--- src/rtl/core/hmnt_pkg.sv ---
// Shared types, codes and hash constants for the sorted node table.
// Used by hmnt_cell, hmnt_hash and hash_mod_node_table_unit; depends on nothing.
package hmnt_pkg;

  localparam int unsigned MaxNodesDefault = 16;
  localparam int unsigned HashW           = 64;
  localparam int unsigned IdW             = 32;
  localparam int unsigned DataW           = 32;
  localparam int unsigned FoundIdxW       = 4;

  localparam logic [HashW-1:0] FnvBasis = 64'hCBF2_9CE4_8422_2325;

  typedef enum logic [1:0] {
    ACT_ADD    = 2'd0,
    ACT_LOCATE = 2'd1,
    ACT_NEXT   = 2'd2
  } action_e;

  typedef enum logic [2:0] {
    ST_OK    = 3'd0,
    ST_DUP   = 3'd1,
    ST_FULL  = 3'd2,
    ST_EMPTY = 3'd3,
    ST_NONE  = 3'd4
  } status_e;

  typedef enum logic [1:0] {
    FSM_IDLE,
    FSM_EXEC,
    FSM_DIV,
    FSM_RESP
  } fsm_e;

  typedef struct packed {
    logic [IdW-1:0]   id;
    logic [DataW-1:0] data;
  } entry_t;

  typedef struct packed {
    logic   ins;
    entry_t key;
  } cell_ctrl_t;

  typedef struct packed {
    logic fold;
    logic clear;
    logic div_start;
  } hash_ctrl_t;

  typedef struct packed {
    logic busy;
    logic done;
  } hash_sts_t;

  // Multiply by the FNV 64 prime 2^40 + 0x1B3, written as shifts and adds.
  function automatic logic [HashW-1:0] fnv_mult(input logic [HashW-1:0] h);
    fnv_mult = (h << 40) + (h << 8) + (h << 7) + (h << 5) + (h << 4) + (h << 1) + h;
  endfunction

endpackage

--- src/rtl/core/hmnt_cell.sv ---
// One table slot of the sorted node chain: holds an entry, compares it with
// the key and shifts in its left neighbor on insert. Depends on hmnt_pkg.
module hmnt_cell #(
  parameter int unsigned Index = 0,
  parameter int unsigned CntW  = 5
) (
  input  logic                clk_i,
  input  logic                rst_ni,
  input  hmnt_pkg::cell_ctrl_t ctrl_i,
  input  logic [CntW-1:0]     count_i,
  input  hmnt_pkg::entry_t    left_entry_i,
  input  logic                left_lt_i,
  output hmnt_pkg::entry_t    entry_o,
  output logic                lt_o,
  output logic                eq_o
);
  import hmnt_pkg::*;

  entry_t entry_q, entry_d;
  logic   valid;
  logic   take_new, take_left;

  assign valid = count_i > CntW'(Index);
  assign lt_o  = valid && (entry_q.id < ctrl_i.key.id);
  assign eq_o  = valid && (entry_q.id == ctrl_i.key.id);

  // The key lands where the left neighbor is smaller and this one is not;
  // every slot above that point moves one place up.
  assign take_new  = ctrl_i.ins && !lt_o && left_lt_i;
  assign take_left = ctrl_i.ins && !lt_o && !left_lt_i;

  always_comb begin
    entry_d = entry_q;
    if (take_new) begin
      entry_d = ctrl_i.key;
    end else if (take_left) begin
      entry_d = left_entry_i;
    end
  end

  always_ff @(posedge clk_i) begin
    entry_q <= entry_d;
  end

  assign entry_o = entry_q;

  if (Index != 0) begin : g_order_chk
    logic left_valid;
    assign left_valid = count_i >= CntW'(Index);
    assert property (@(posedge clk_i) disable iff (!rst_ni)
      (valid && left_valid) |-> (left_entry_i.id < entry_q.id))
      else $error("table slots out of ascending order");
  end

endmodule

--- src/rtl/core/hmnt_hash.sv ---
// FNV-1a 64 running hash with a bit-serial remainder unit for the final
// hash mod entry count. Depends on hmnt_pkg.
module hmnt_hash #(
  parameter int unsigned CntW = 5
) (
  input  logic                  clk_i,
  input  logic                  rst_ni,
  input  hmnt_pkg::hash_ctrl_t  ctrl_i,
  input  logic [7:0]            byte_i,
  input  logic [CntW-1:0]       divisor_i,
  output hmnt_pkg::hash_sts_t   sts_o,
  output logic [CntW-1:0]       rem_o
);
  import hmnt_pkg::*;

  localparam int unsigned StepW = $clog2(HashW);

  logic [HashW-1:0] hash_q, hash_d, hash_next;
  logic [HashW-1:0] sh_q, sh_d;
  logic [CntW-1:0]  rem_q, rem_d, div_q;
  logic [CntW:0]    trial;
  logic [StepW-1:0] step_q, step_d;
  logic             busy_q, busy_d, done_q, done_d;

  assign hash_next = ctrl_i.fold ? fnv_mult(hash_q ^ HashW'(byte_i)) : hash_q;
  assign hash_d    = ctrl_i.clear ? FnvBasis : hash_next;

  // Restoring remainder, one dividend bit per cycle, most significant first.
  assign trial = {rem_q, sh_q[HashW-1]};

  always_comb begin
    sh_d   = sh_q;
    rem_d  = rem_q;
    step_d = step_q;
    busy_d = busy_q;
    done_d = 1'b0;
    if (ctrl_i.div_start) begin
      sh_d   = hash_next;
      rem_d  = '0;
      step_d = '0;
      busy_d = 1'b1;
    end else if (busy_q) begin
      sh_d   = sh_q << 1;
      rem_d  = (trial >= {1'b0, div_q}) ? CntW'(trial - {1'b0, div_q}) : CntW'(trial);
      step_d = step_q + 1'b1;
      if (step_q == StepW'(HashW - 1)) begin
        busy_d = 1'b0;
        done_d = 1'b1;
      end
    end
  end

  always_ff @(posedge clk_i or negedge rst_ni) begin
    if (!rst_ni) begin
      hash_q <= FnvBasis;
      step_q <= '0;
      busy_q <= 1'b0;
      done_q <= 1'b0;
    end else begin
      hash_q <= hash_d;
      step_q <= step_d;
      busy_q <= busy_d;
      done_q <= done_d;
    end
  end

  always_ff @(posedge clk_i) begin
    sh_q  <= sh_d;
    rem_q <= rem_d;
    if (ctrl_i.div_start) begin
      div_q <= divisor_i;
    end
  end

  assign sts_o.busy = busy_q;
  assign sts_o.done = done_q;
  assign rem_o      = rem_q;

endmodule

--- src/rtl/core/hash_mod_node_table_unit.sv ---
// Sorted node table with FNV-1a 64 placement. One word is taken at a time; an add or a
// next-after passes through the execute and response states, a locate byte without the
// last mark folds and returns to idle, and the last byte of a name waits, unless the table
// is empty, for the bit-serial 64-bit remainder against the entry count. The table itself
// is a chain of MaxNodes cells that shift on insert. The output word is registered, so a
// waiting result does not stop the next word from being taken. No clearing pass after reset.
module hash_mod_node_table_unit #(
  parameter int unsigned MaxNodes = hmnt_pkg::MaxNodesDefault
) (
  input  logic        clk_i,
  input  logic        rst_ni,
  input  logic        s_axis_tvalid_i,
  output logic        s_axis_tready_o,
  input  logic [71:0] s_axis_tdata_i,  // node_id[31:0], node_data[63:32], name_byte[71:64]
  input  logic [2:0]  s_axis_tuser_i,  // action[1:0], has_byte[2]
  input  logic        s_axis_tlast_i,  // last_byte
  output logic        m_axis_tvalid_o,
  input  logic        m_axis_tready_i,
  output logic [71:0] m_axis_tdata_o,  // found_id[31:0], found_data[63:32], found_index[67:64]
  output logic [2:0]  m_axis_tuser_o   // status[2:0]
);
  import hmnt_pkg::*;

  localparam int unsigned IdxW = $clog2(MaxNodes);
  localparam int unsigned CntW = $clog2(MaxNodes + 1);

  fsm_e state_q, state_d;

  logic [1:0]       act_q;
  entry_t           key_q;
  logic [7:0]       byte_q;
  logic             has_q, last_q;
  logic [CntW-1:0]  count_q;
  logic [IdxW-1:0]  sel_q, sel_d;
  status_e          res_q, res_d;
  logic             sel_we, count_inc, out_load, accept;

  logic             out_valid_q, out_free;
  status_e          out_status_q;
  entry_t           out_entry_q;
  logic [FoundIdxW-1:0] out_idx_q;

  cell_ctrl_t       cell_ctrl;
  hash_ctrl_t       hash_ctrl;
  hash_sts_t        hash_sts;
  logic [CntW-1:0]  rem;

  entry_t           cell_entry [MaxNodes];
  logic [MaxNodes-1:0] lt_vec, eq_vec;

  logic             dup, full;
  logic [IdxW-1:0]  match_idx, pos, nx;

  assign accept   = s_axis_tvalid_i && s_axis_tready_o;
  assign out_free = !out_valid_q || m_axis_tready_i;

  // Cell chain.
  for (genvar i = 0; i < MaxNodes; i++) begin : g_cell
    hmnt_cell #(
      .Index (i),
      .CntW  (CntW)
    ) u_cell (
      .clk_i        (clk_i),
      .rst_ni       (rst_ni),
      .ctrl_i       (cell_ctrl),
      .count_i      (count_q),
      .left_entry_i (i == 0 ? key_q : cell_entry[(i == 0) ? 0 : i - 1]),
      .left_lt_i    (i == 0 ? 1'b1 : lt_vec[(i == 0) ? 0 : i - 1]),
      .entry_o      (cell_entry[i]),
      .lt_o         (lt_vec[i]),
      .eq_o         (eq_vec[i])
    );
  end

  hmnt_hash #(
    .CntW (CntW)
  ) u_hash (
    .clk_i     (clk_i),
    .rst_ni    (rst_ni),
    .ctrl_i    (hash_ctrl),
    .byte_i    (byte_q),
    .divisor_i (count_q),
    .sts_o     (hash_sts),
    .rem_o     (rem)
  );

  // Match and insert-position decode over the cell flags.
  always_comb begin
    match_idx = '0;
    pos       = '0;
    for (int i = 0; i < MaxNodes; i++) begin
      if (eq_vec[i]) begin
        match_idx = IdxW'(i);
      end
      if (lt_vec[i]) begin
        pos = IdxW'(i + 1);
      end
    end
    dup  = |eq_vec;
    full = count_q == CntW'(MaxNodes);
    // Successor wraps to slot zero after the last entry; a miss also picks slot zero.
    if (dup && (CntW'(match_idx) + CntW'(1) != count_q)) begin
      nx = match_idx + 1'b1;
    end else begin
      nx = '0;
    end
  end

  // Next state.
  always_comb begin
    state_d = state_q;
    case (state_q)
      FSM_IDLE: begin
        if (accept) begin
          state_d = FSM_EXEC;
        end
      end
      FSM_EXEC: begin
        case (act_q)
          ACT_ADD:  state_d = FSM_RESP;
          ACT_NEXT: state_d = FSM_RESP;
          ACT_LOCATE: begin
            if (!last_q) begin
              state_d = FSM_IDLE;
            end else if (count_q == '0) begin
              state_d = FSM_RESP;
            end else begin
              state_d = FSM_DIV;
            end
          end
          default: state_d = FSM_IDLE;
        endcase
      end
      FSM_DIV: begin
        if (hash_sts.done) begin
          state_d = FSM_RESP;
        end
      end
      FSM_RESP: begin
        if (out_free) begin
          state_d = FSM_IDLE;
        end
      end
      default: state_d = FSM_IDLE;
    endcase
  end

  // Outputs of the sequencer.
  always_comb begin
    s_axis_tready_o     = 1'b0;
    cell_ctrl.key       = key_q;
    cell_ctrl.ins       = 1'b0;
    hash_ctrl.fold      = 1'b0;
    hash_ctrl.clear     = 1'b0;
    hash_ctrl.div_start = 1'b0;
    sel_we              = 1'b0;
    sel_d               = '0;
    res_d               = ST_OK;
    count_inc           = 1'b0;
    out_load            = 1'b0;
    case (state_q)
      FSM_IDLE: s_axis_tready_o = 1'b1;
      FSM_EXEC: begin
        case (act_q)
          ACT_ADD: begin
            sel_we = 1'b1;
            if (dup) begin
              res_d = ST_DUP;
              sel_d = match_idx;
            end else if (full) begin
              res_d = ST_FULL;
            end else begin
              cell_ctrl.ins = 1'b1;
              count_inc     = 1'b1;
              sel_d         = pos;
            end
          end
          ACT_LOCATE: begin
            hash_ctrl.fold = has_q;
            if (last_q) begin
              hash_ctrl.clear     = 1'b1;
              hash_ctrl.div_start = count_q != '0;
              sel_we              = 1'b1;
              res_d               = (count_q == '0) ? ST_EMPTY : ST_OK;
            end
          end
          ACT_NEXT: begin
            sel_we = 1'b1;
            if (count_q <= CntW'(1)) begin
              res_d = ST_NONE;
            end else begin
              sel_d = nx;
            end
          end
          default: ;
        endcase
      end
      FSM_DIV: begin
        if (hash_sts.done) begin
          sel_we = 1'b1;
          sel_d  = IdxW'(rem);
          res_d  = ST_OK;
        end
      end
      FSM_RESP: out_load = out_free;
      default: ;
    endcase
  end

  always_ff @(posedge clk_i or negedge rst_ni) begin
    if (!rst_ni) begin
      state_q     <= FSM_IDLE;
      count_q     <= '0;
      out_valid_q <= 1'b0;
    end else begin
      state_q <= state_d;
      if (count_inc) begin
        count_q <= count_q + 1'b1;
      end
      if (out_load) begin
        out_valid_q <= 1'b1;
      end else if (m_axis_tready_i) begin
        out_valid_q <= 1'b0;
      end
    end
  end

  always_ff @(posedge clk_i) begin
    if (accept) begin
      act_q      <= s_axis_tuser_i[1:0];
      has_q      <= s_axis_tuser_i[2];
      key_q.id   <= s_axis_tdata_i[31:0];
      key_q.data <= s_axis_tdata_i[63:32];
      byte_q     <= s_axis_tdata_i[71:64];
      last_q     <= s_axis_tlast_i;
    end
    if (sel_we) begin
      sel_q <= sel_d;
      res_q <= res_d;
    end
    if (out_load) begin
      out_status_q <= res_q;
      if (res_q == ST_OK || res_q == ST_DUP) begin
        out_entry_q <= cell_entry[sel_q];
        out_idx_q   <= FoundIdxW'(sel_q);
      end else begin
        out_entry_q <= '0;
        out_idx_q   <= '0;
      end
    end
  end

  assign m_axis_tvalid_o = out_valid_q;
  assign m_axis_tuser_o  = out_status_q;
  assign m_axis_tdata_o  = {4'b0000, out_idx_q, out_entry_q.data, out_entry_q.id};

  assert property (@(posedge clk_i) disable iff (!rst_ni)
    count_q <= CntW'(MaxNodes))
    else $error("entry count beyond table size");

  assert property (@(posedge clk_i) disable iff (!rst_ni)
    (count_q != $past(count_q)) |-> (count_q == CntW'($past(count_q) + 1'b1)))
    else $error("entry count changed by other than one insert");

  assert property (@(posedge clk_i) disable iff (!rst_ni)
    (hash_sts.busy || hash_sts.done) |-> (state_q == FSM_DIV))
    else $error("remainder unit active outside the divide state");

  assert property (@(posedge clk_i) disable iff (!rst_ni)
    $rose(out_valid_q) |-> ($past(state_q) == FSM_RESP))
    else $error("result word raised outside the response state");

endmodule
--- config.mk ---
export PLATFORM = sky130hd
export DESIGN_NAME = hash_mod_node_table_unit
export DESIGN_NICKNAME = d
export VERILOG_FILES = /design/src/rtl/core/hmnt_pkg.sv /design/src/rtl/core/hmnt_cell.sv /design/src/rtl/core/hmnt_hash.sv /design/src/rtl/core/hash_mod_node_table_unit.sv
export SDC_FILE = /design/constraint.sdc
export NUM_CORES = 2
export LEC_CHECK = 0
export BUFFER_PORTS_ARGS = -buffer_cell sky130_fd_sc_hd__buf_2
export CAP_MARGIN = 10
export CORE_ASPECT_RATIO = 1.5
export CORE_UTILIZATION = 40
export CTS_BUF_LIST = sky130_fd_sc_hd__clkbuf_2 sky130_fd_sc_hd__clkbuf_4 sky130_fd_sc_hd__clkbuf_8
export CTS_CLUSTER_SIZE = 40
export DETAILED_ROUTE_END_ITERATION = 6
export HOLD_SLACK_MARGIN = 0.08
export PLACE_DENSITY = 0.51
export SLEW_MARGIN = 25
export SYNTH_ARGS = -nofsm -noshare
export SYNTH_HDL_FRONTEND = slang
export SYNTH_HIERARCHICAL = 1
export SYNTH_SLANG_ARGS = --single-unit
--- constraint.sdc ---
create_clock -name clk_i -period 10.45 [get_ports clk_i]
set_input_delay 0.5225 -clock clk_i [delete_from_list [all_inputs] [get_ports clk_i]]
set_output_delay 0.5225 -clock clk_i [all_outputs]
set_load 0.05 [all_outputs]
==> flow_results.org <==
** Clock network
- The number of clock buffers added by TritonCTS is roughly 230.
- Clock slew at the register clock pins of the worst setup and hold paths :: roughly 0.070 ns
- Clock Latency Late Sink :: about 1 ns
- The tree built by TritonCTS fans out to about 1300 sinks.
- Clock tree synthesis selected as its root buffer the cell clkbuf_8.
- No sink is reached through more buffers than the 4 on the longest clock path.
- Clock H-tree levels :: 4
- CTS tree :: built
- # Post-CTS Setup Buffers :: 0

** Hold path
- In this run the worst hold path is classified as in -> reg.
- For hold timing, the worst endpoint is cell_ctrl[15]$_DFFE_PP_.
- Cells on Worst Hold Path :: 2
- Startpoint of the lowest-slack hold path :: s_axis_tdata_i[47]

** Critical path
- The worst register-to-register path has a setup slack of ~3.4 ns.
- For the worst setup path, the data required time is between 10 and 15 ns.
- The slowest stage of the critical path belongs to the cell nor4_1.
- Kind of cell with the highest combined delay on the critical path :: simple AND/OR/NAND/NOR gates
- Critical Path Fanout Max :: 38
- In this design, the stage delay of the slowest critical-path cell is approximately 0.94 ns.
- Number of buffer and inverter stages on the critical path :: 5
- Depth of the worst register-to-register path :: 15
- STA classifies the critical path startpoint as a flop.
- In this run the critical register-to-register path is launched from cell_ctrl[61]$_DFFE_PP_.
- Critical path data arrival time :: 7.78 ns
- Worst setup path category :: reg -> reg
- In this run the critical register-to-register path is captured at g_cell[11].u_cell/entry_o[10]$_DFFE_PP_.
- Critical Path, Cell by Cell :: buf_4, inv_1, ha_1, nand4_1, nor4_1, nand3_1, nor4_1, nor4_2, nand4_1, nor3_4, buf_4, o211ai_4, buf_4, buf_4, mux2_1
- Category of the worst setup path capture point :: flop
- Counting stages on the worst path, the most repeated cell is buf_4.

** Floorplan
- Core ar. :: between 200000 and 250000 sq um
- Chip width :: about 400 um
- Number of ports placed on the die boundary :: 157
- For this configuration, the core starts out at a cell density of 0.402.
- Area enclosed by the die boundary :: ~230000 sq um
- Site Rows :: around 210
- In this run the vertical extent of the chip is slightly below 600 um.

** Detailed routing
- Vias after detailed routing :: 56700
- For this run, design rule violations remaining after detail routing come to 0.
- In this run the remaining antenna-violating nets after routing total 0.
- In the routed layout, each cell is associated on average with a via count of between 5 and 6.
- Routed len/inst :: about 28 um
- The first detailed-routing pass ran for 6 iterations.
- After the first detailed-routing iteration, the DRC count stood at 3884.
- Wires add up to around 290000 um.

** Finish
- For this run, the number of standard cells in the final layout without fillers is between 10000 and 15000.
- Area delta synth->final :: 10.2%
- Final layout net count :: approximately 7900
- Share of post-route cells with drive strength above 1 :: 0.283
- Once layout is complete, the utilization of the core stands at 0.443.

** Placed design
- HPWL reported at the end of detailed placement :: around 190000 um
- Routability-driven placement finished with a final weighted congestion of ~0.9.
- Once placement completed, the tool counted placed cells totaling between 9000 and 10000.
- Setup Slack @ Placement :: between 3 and 4 ns
- Input and output buffers added on the ports amount to around 150.

** Timing
- Maximum clock rate :: about 140 MHz
- Crit path time final :: slightly above 7 ns
- Post-layout worst setup margin :: about 3.4 ns
- Number of hold-slack violations in the final timing report :: 0
- Portion of the clock cycle consumed by the worst path in the final layout :: 0.678
- Measured against its own limit, the worst slew margin works out to 0.241.
- Clock skew on the completed layout was measured at approximately 0.11 ns.
- Max-slew violation count :: 0
- Setup repair after global routing left no endpoint under its margin.
- Setup-violating endpoint count in the final report :: 0
- Adding up every negative setup slack in the final design gives 0 ns.
- Slew at the pin closest to its max-slew limit :: 1.14 ns

** Global routing
- For this run, the total global-route usage over all layers was measured as 0.248.
- Via count of the first global-routing pass :: ~60000
- The total overflow left after global routing is 0.
- Global-route wire length before repair :: roughly 420000 um
- Largest net degree at the start of global routing :: roughly 140
- Antenna violations before repair :: 11

** Logic synthesis
- Mean instance size in the synthesized netlist :: 13.9 sq um
- In this run the cell area of the synthesized design comes to 91200 sq um.
- During synthesis, Yosys emitted a total of 6 warnings.
- Synthesis produced between 6000 and 7000 cells.

** Job
- Max-cap violations in this run came to 0.

** Outcome
- Status :: finished clean
## per-stage QoR
stage | hold WS [ns] | instance area, sq um
final | 0.227 | 100000
after global placement | 0.405 | 94900
after detailed placement | 0.412 | 95000
after floorplan | 0.227 | 91200
after global routing | 0.181 | 100000
after CTS | 0.122 | 100000
## worst max-delay path by stage
stage	depth (start not counted)	slack (ns)	startpoint	endpoint
final	15	3.37	cell_ctrl[61]$_DFFE_PP_	g_cell[11].u_cell/entry_o[10]$_DFFE_PP_
after floorplan	10	2.26	cell_ctrl[62]$_DFFE_PP_	g_cell[15].u_cell/entry_o[0]$_DFFE_PP_
after global routing	15	3.05	cell_ctrl[61]$_DFFE_PP_	g_cell[11].u_cell/entry_o[10]$_DFFE_PP_
after global placement	17	3.20	byte_q[2]$_DFFE_PP_	u_hash/sh_q[40]$_DFFE_PP_
after CTS	15	3.17	cell_ctrl[57]$_DFFE_PP_	g_cell[1].u_cell/entry_o[1]$_DFFE_PP_
after detailed placement	15	3.18	cell_ctrl[57]$_DFFE_PP_	g_cell[1].u_cell/entry_o[1]$_DFFE_PP_
## layer usage
layer	GRT usage	vias to the layer above	part of all wire	routed length, um
met5	0	-	0.000035	10
met4	0.110	2	0.049	13900
met3	0.0278	544	0.038	10900
met2	0.456	1525	0.53	152000
met1	0.285	29500	0.38	109000
li1	-	25100	-	-
## state kept, by name, summed over array words and instances, names as in the netlist, 4 cells and up, named ones only
signal                 count
g_cell.u_cell/entry_o   1024
cell_ctrl                 64
m_axis_tdata_o            64
u_hash/hash_q             64
u_hash/sh_q               64
byte_q                     8
u_hash/step_q              6
count_q                    5
u_hash/div_q               5
u_hash/rem_o               5
out_idx_q                  4
sel_q                      4
## cell type report
| class | count | area, sq um |
|---|---|---|
| Timing Repair Buffer | 354 | 2700 |
| Multi-Input combinational cell | 4082 | 46300 |
| Tap cell | 3024 | 3780 |
| Inverter | 925 | 3470 |
| Fill cell | 20800 | 126000 |
| Clock buffer | 286 | 3620 |
| Antenna cell | 4 | 10.0 |
| Sequential cell | 1332 | 39600 |
| Clock inverter | 127 | 922 |
## layout by cell type (no fill, tap or decap), drive strengths merged, types with 57 or more instances in the layout
cell / instances
edfxtp: 1247
mux2: 1032
inv: 929
ha: 638
mux4: 320
a21oi: 289
clkbuf: 286
buf: 275
nor2: 261
fa: 241
nand2: 214
clkinv: 104
nand4: 97
o21ai: 92
dlygate4sd3: 79
and2: 74
a211oi: 62
a21o: 61
xnor2: 57
## what timing repair did
| item | CTS | global route |
|---|---|---|
| hold endpoints to repair | 108 | 0 |
| resized for setup | 0 | 0 |
| hold buffers | 80 | 0 |
## worst reg2reg max path: stages, from the launching register on
cell	delay, ns
edfxtp_1	0.85
buf_4	0.33
inv_1	0.07
ha_1	0.30
nand4_1	0.14
nor4_1	0.75
nand3_1	0.42
nor4_1	0.94
nor4_2	0.22
nand4_1	0.25
nor3_4	0.06
buf_4	0.35
o211ai_4	0.46
buf_4	0.66
buf_4	0.58
mux2_1	0.41
Power is left out: the tool's default activity adds up to more than one toggle a clock period on the data nets, which glitch-free logic cannot reach.
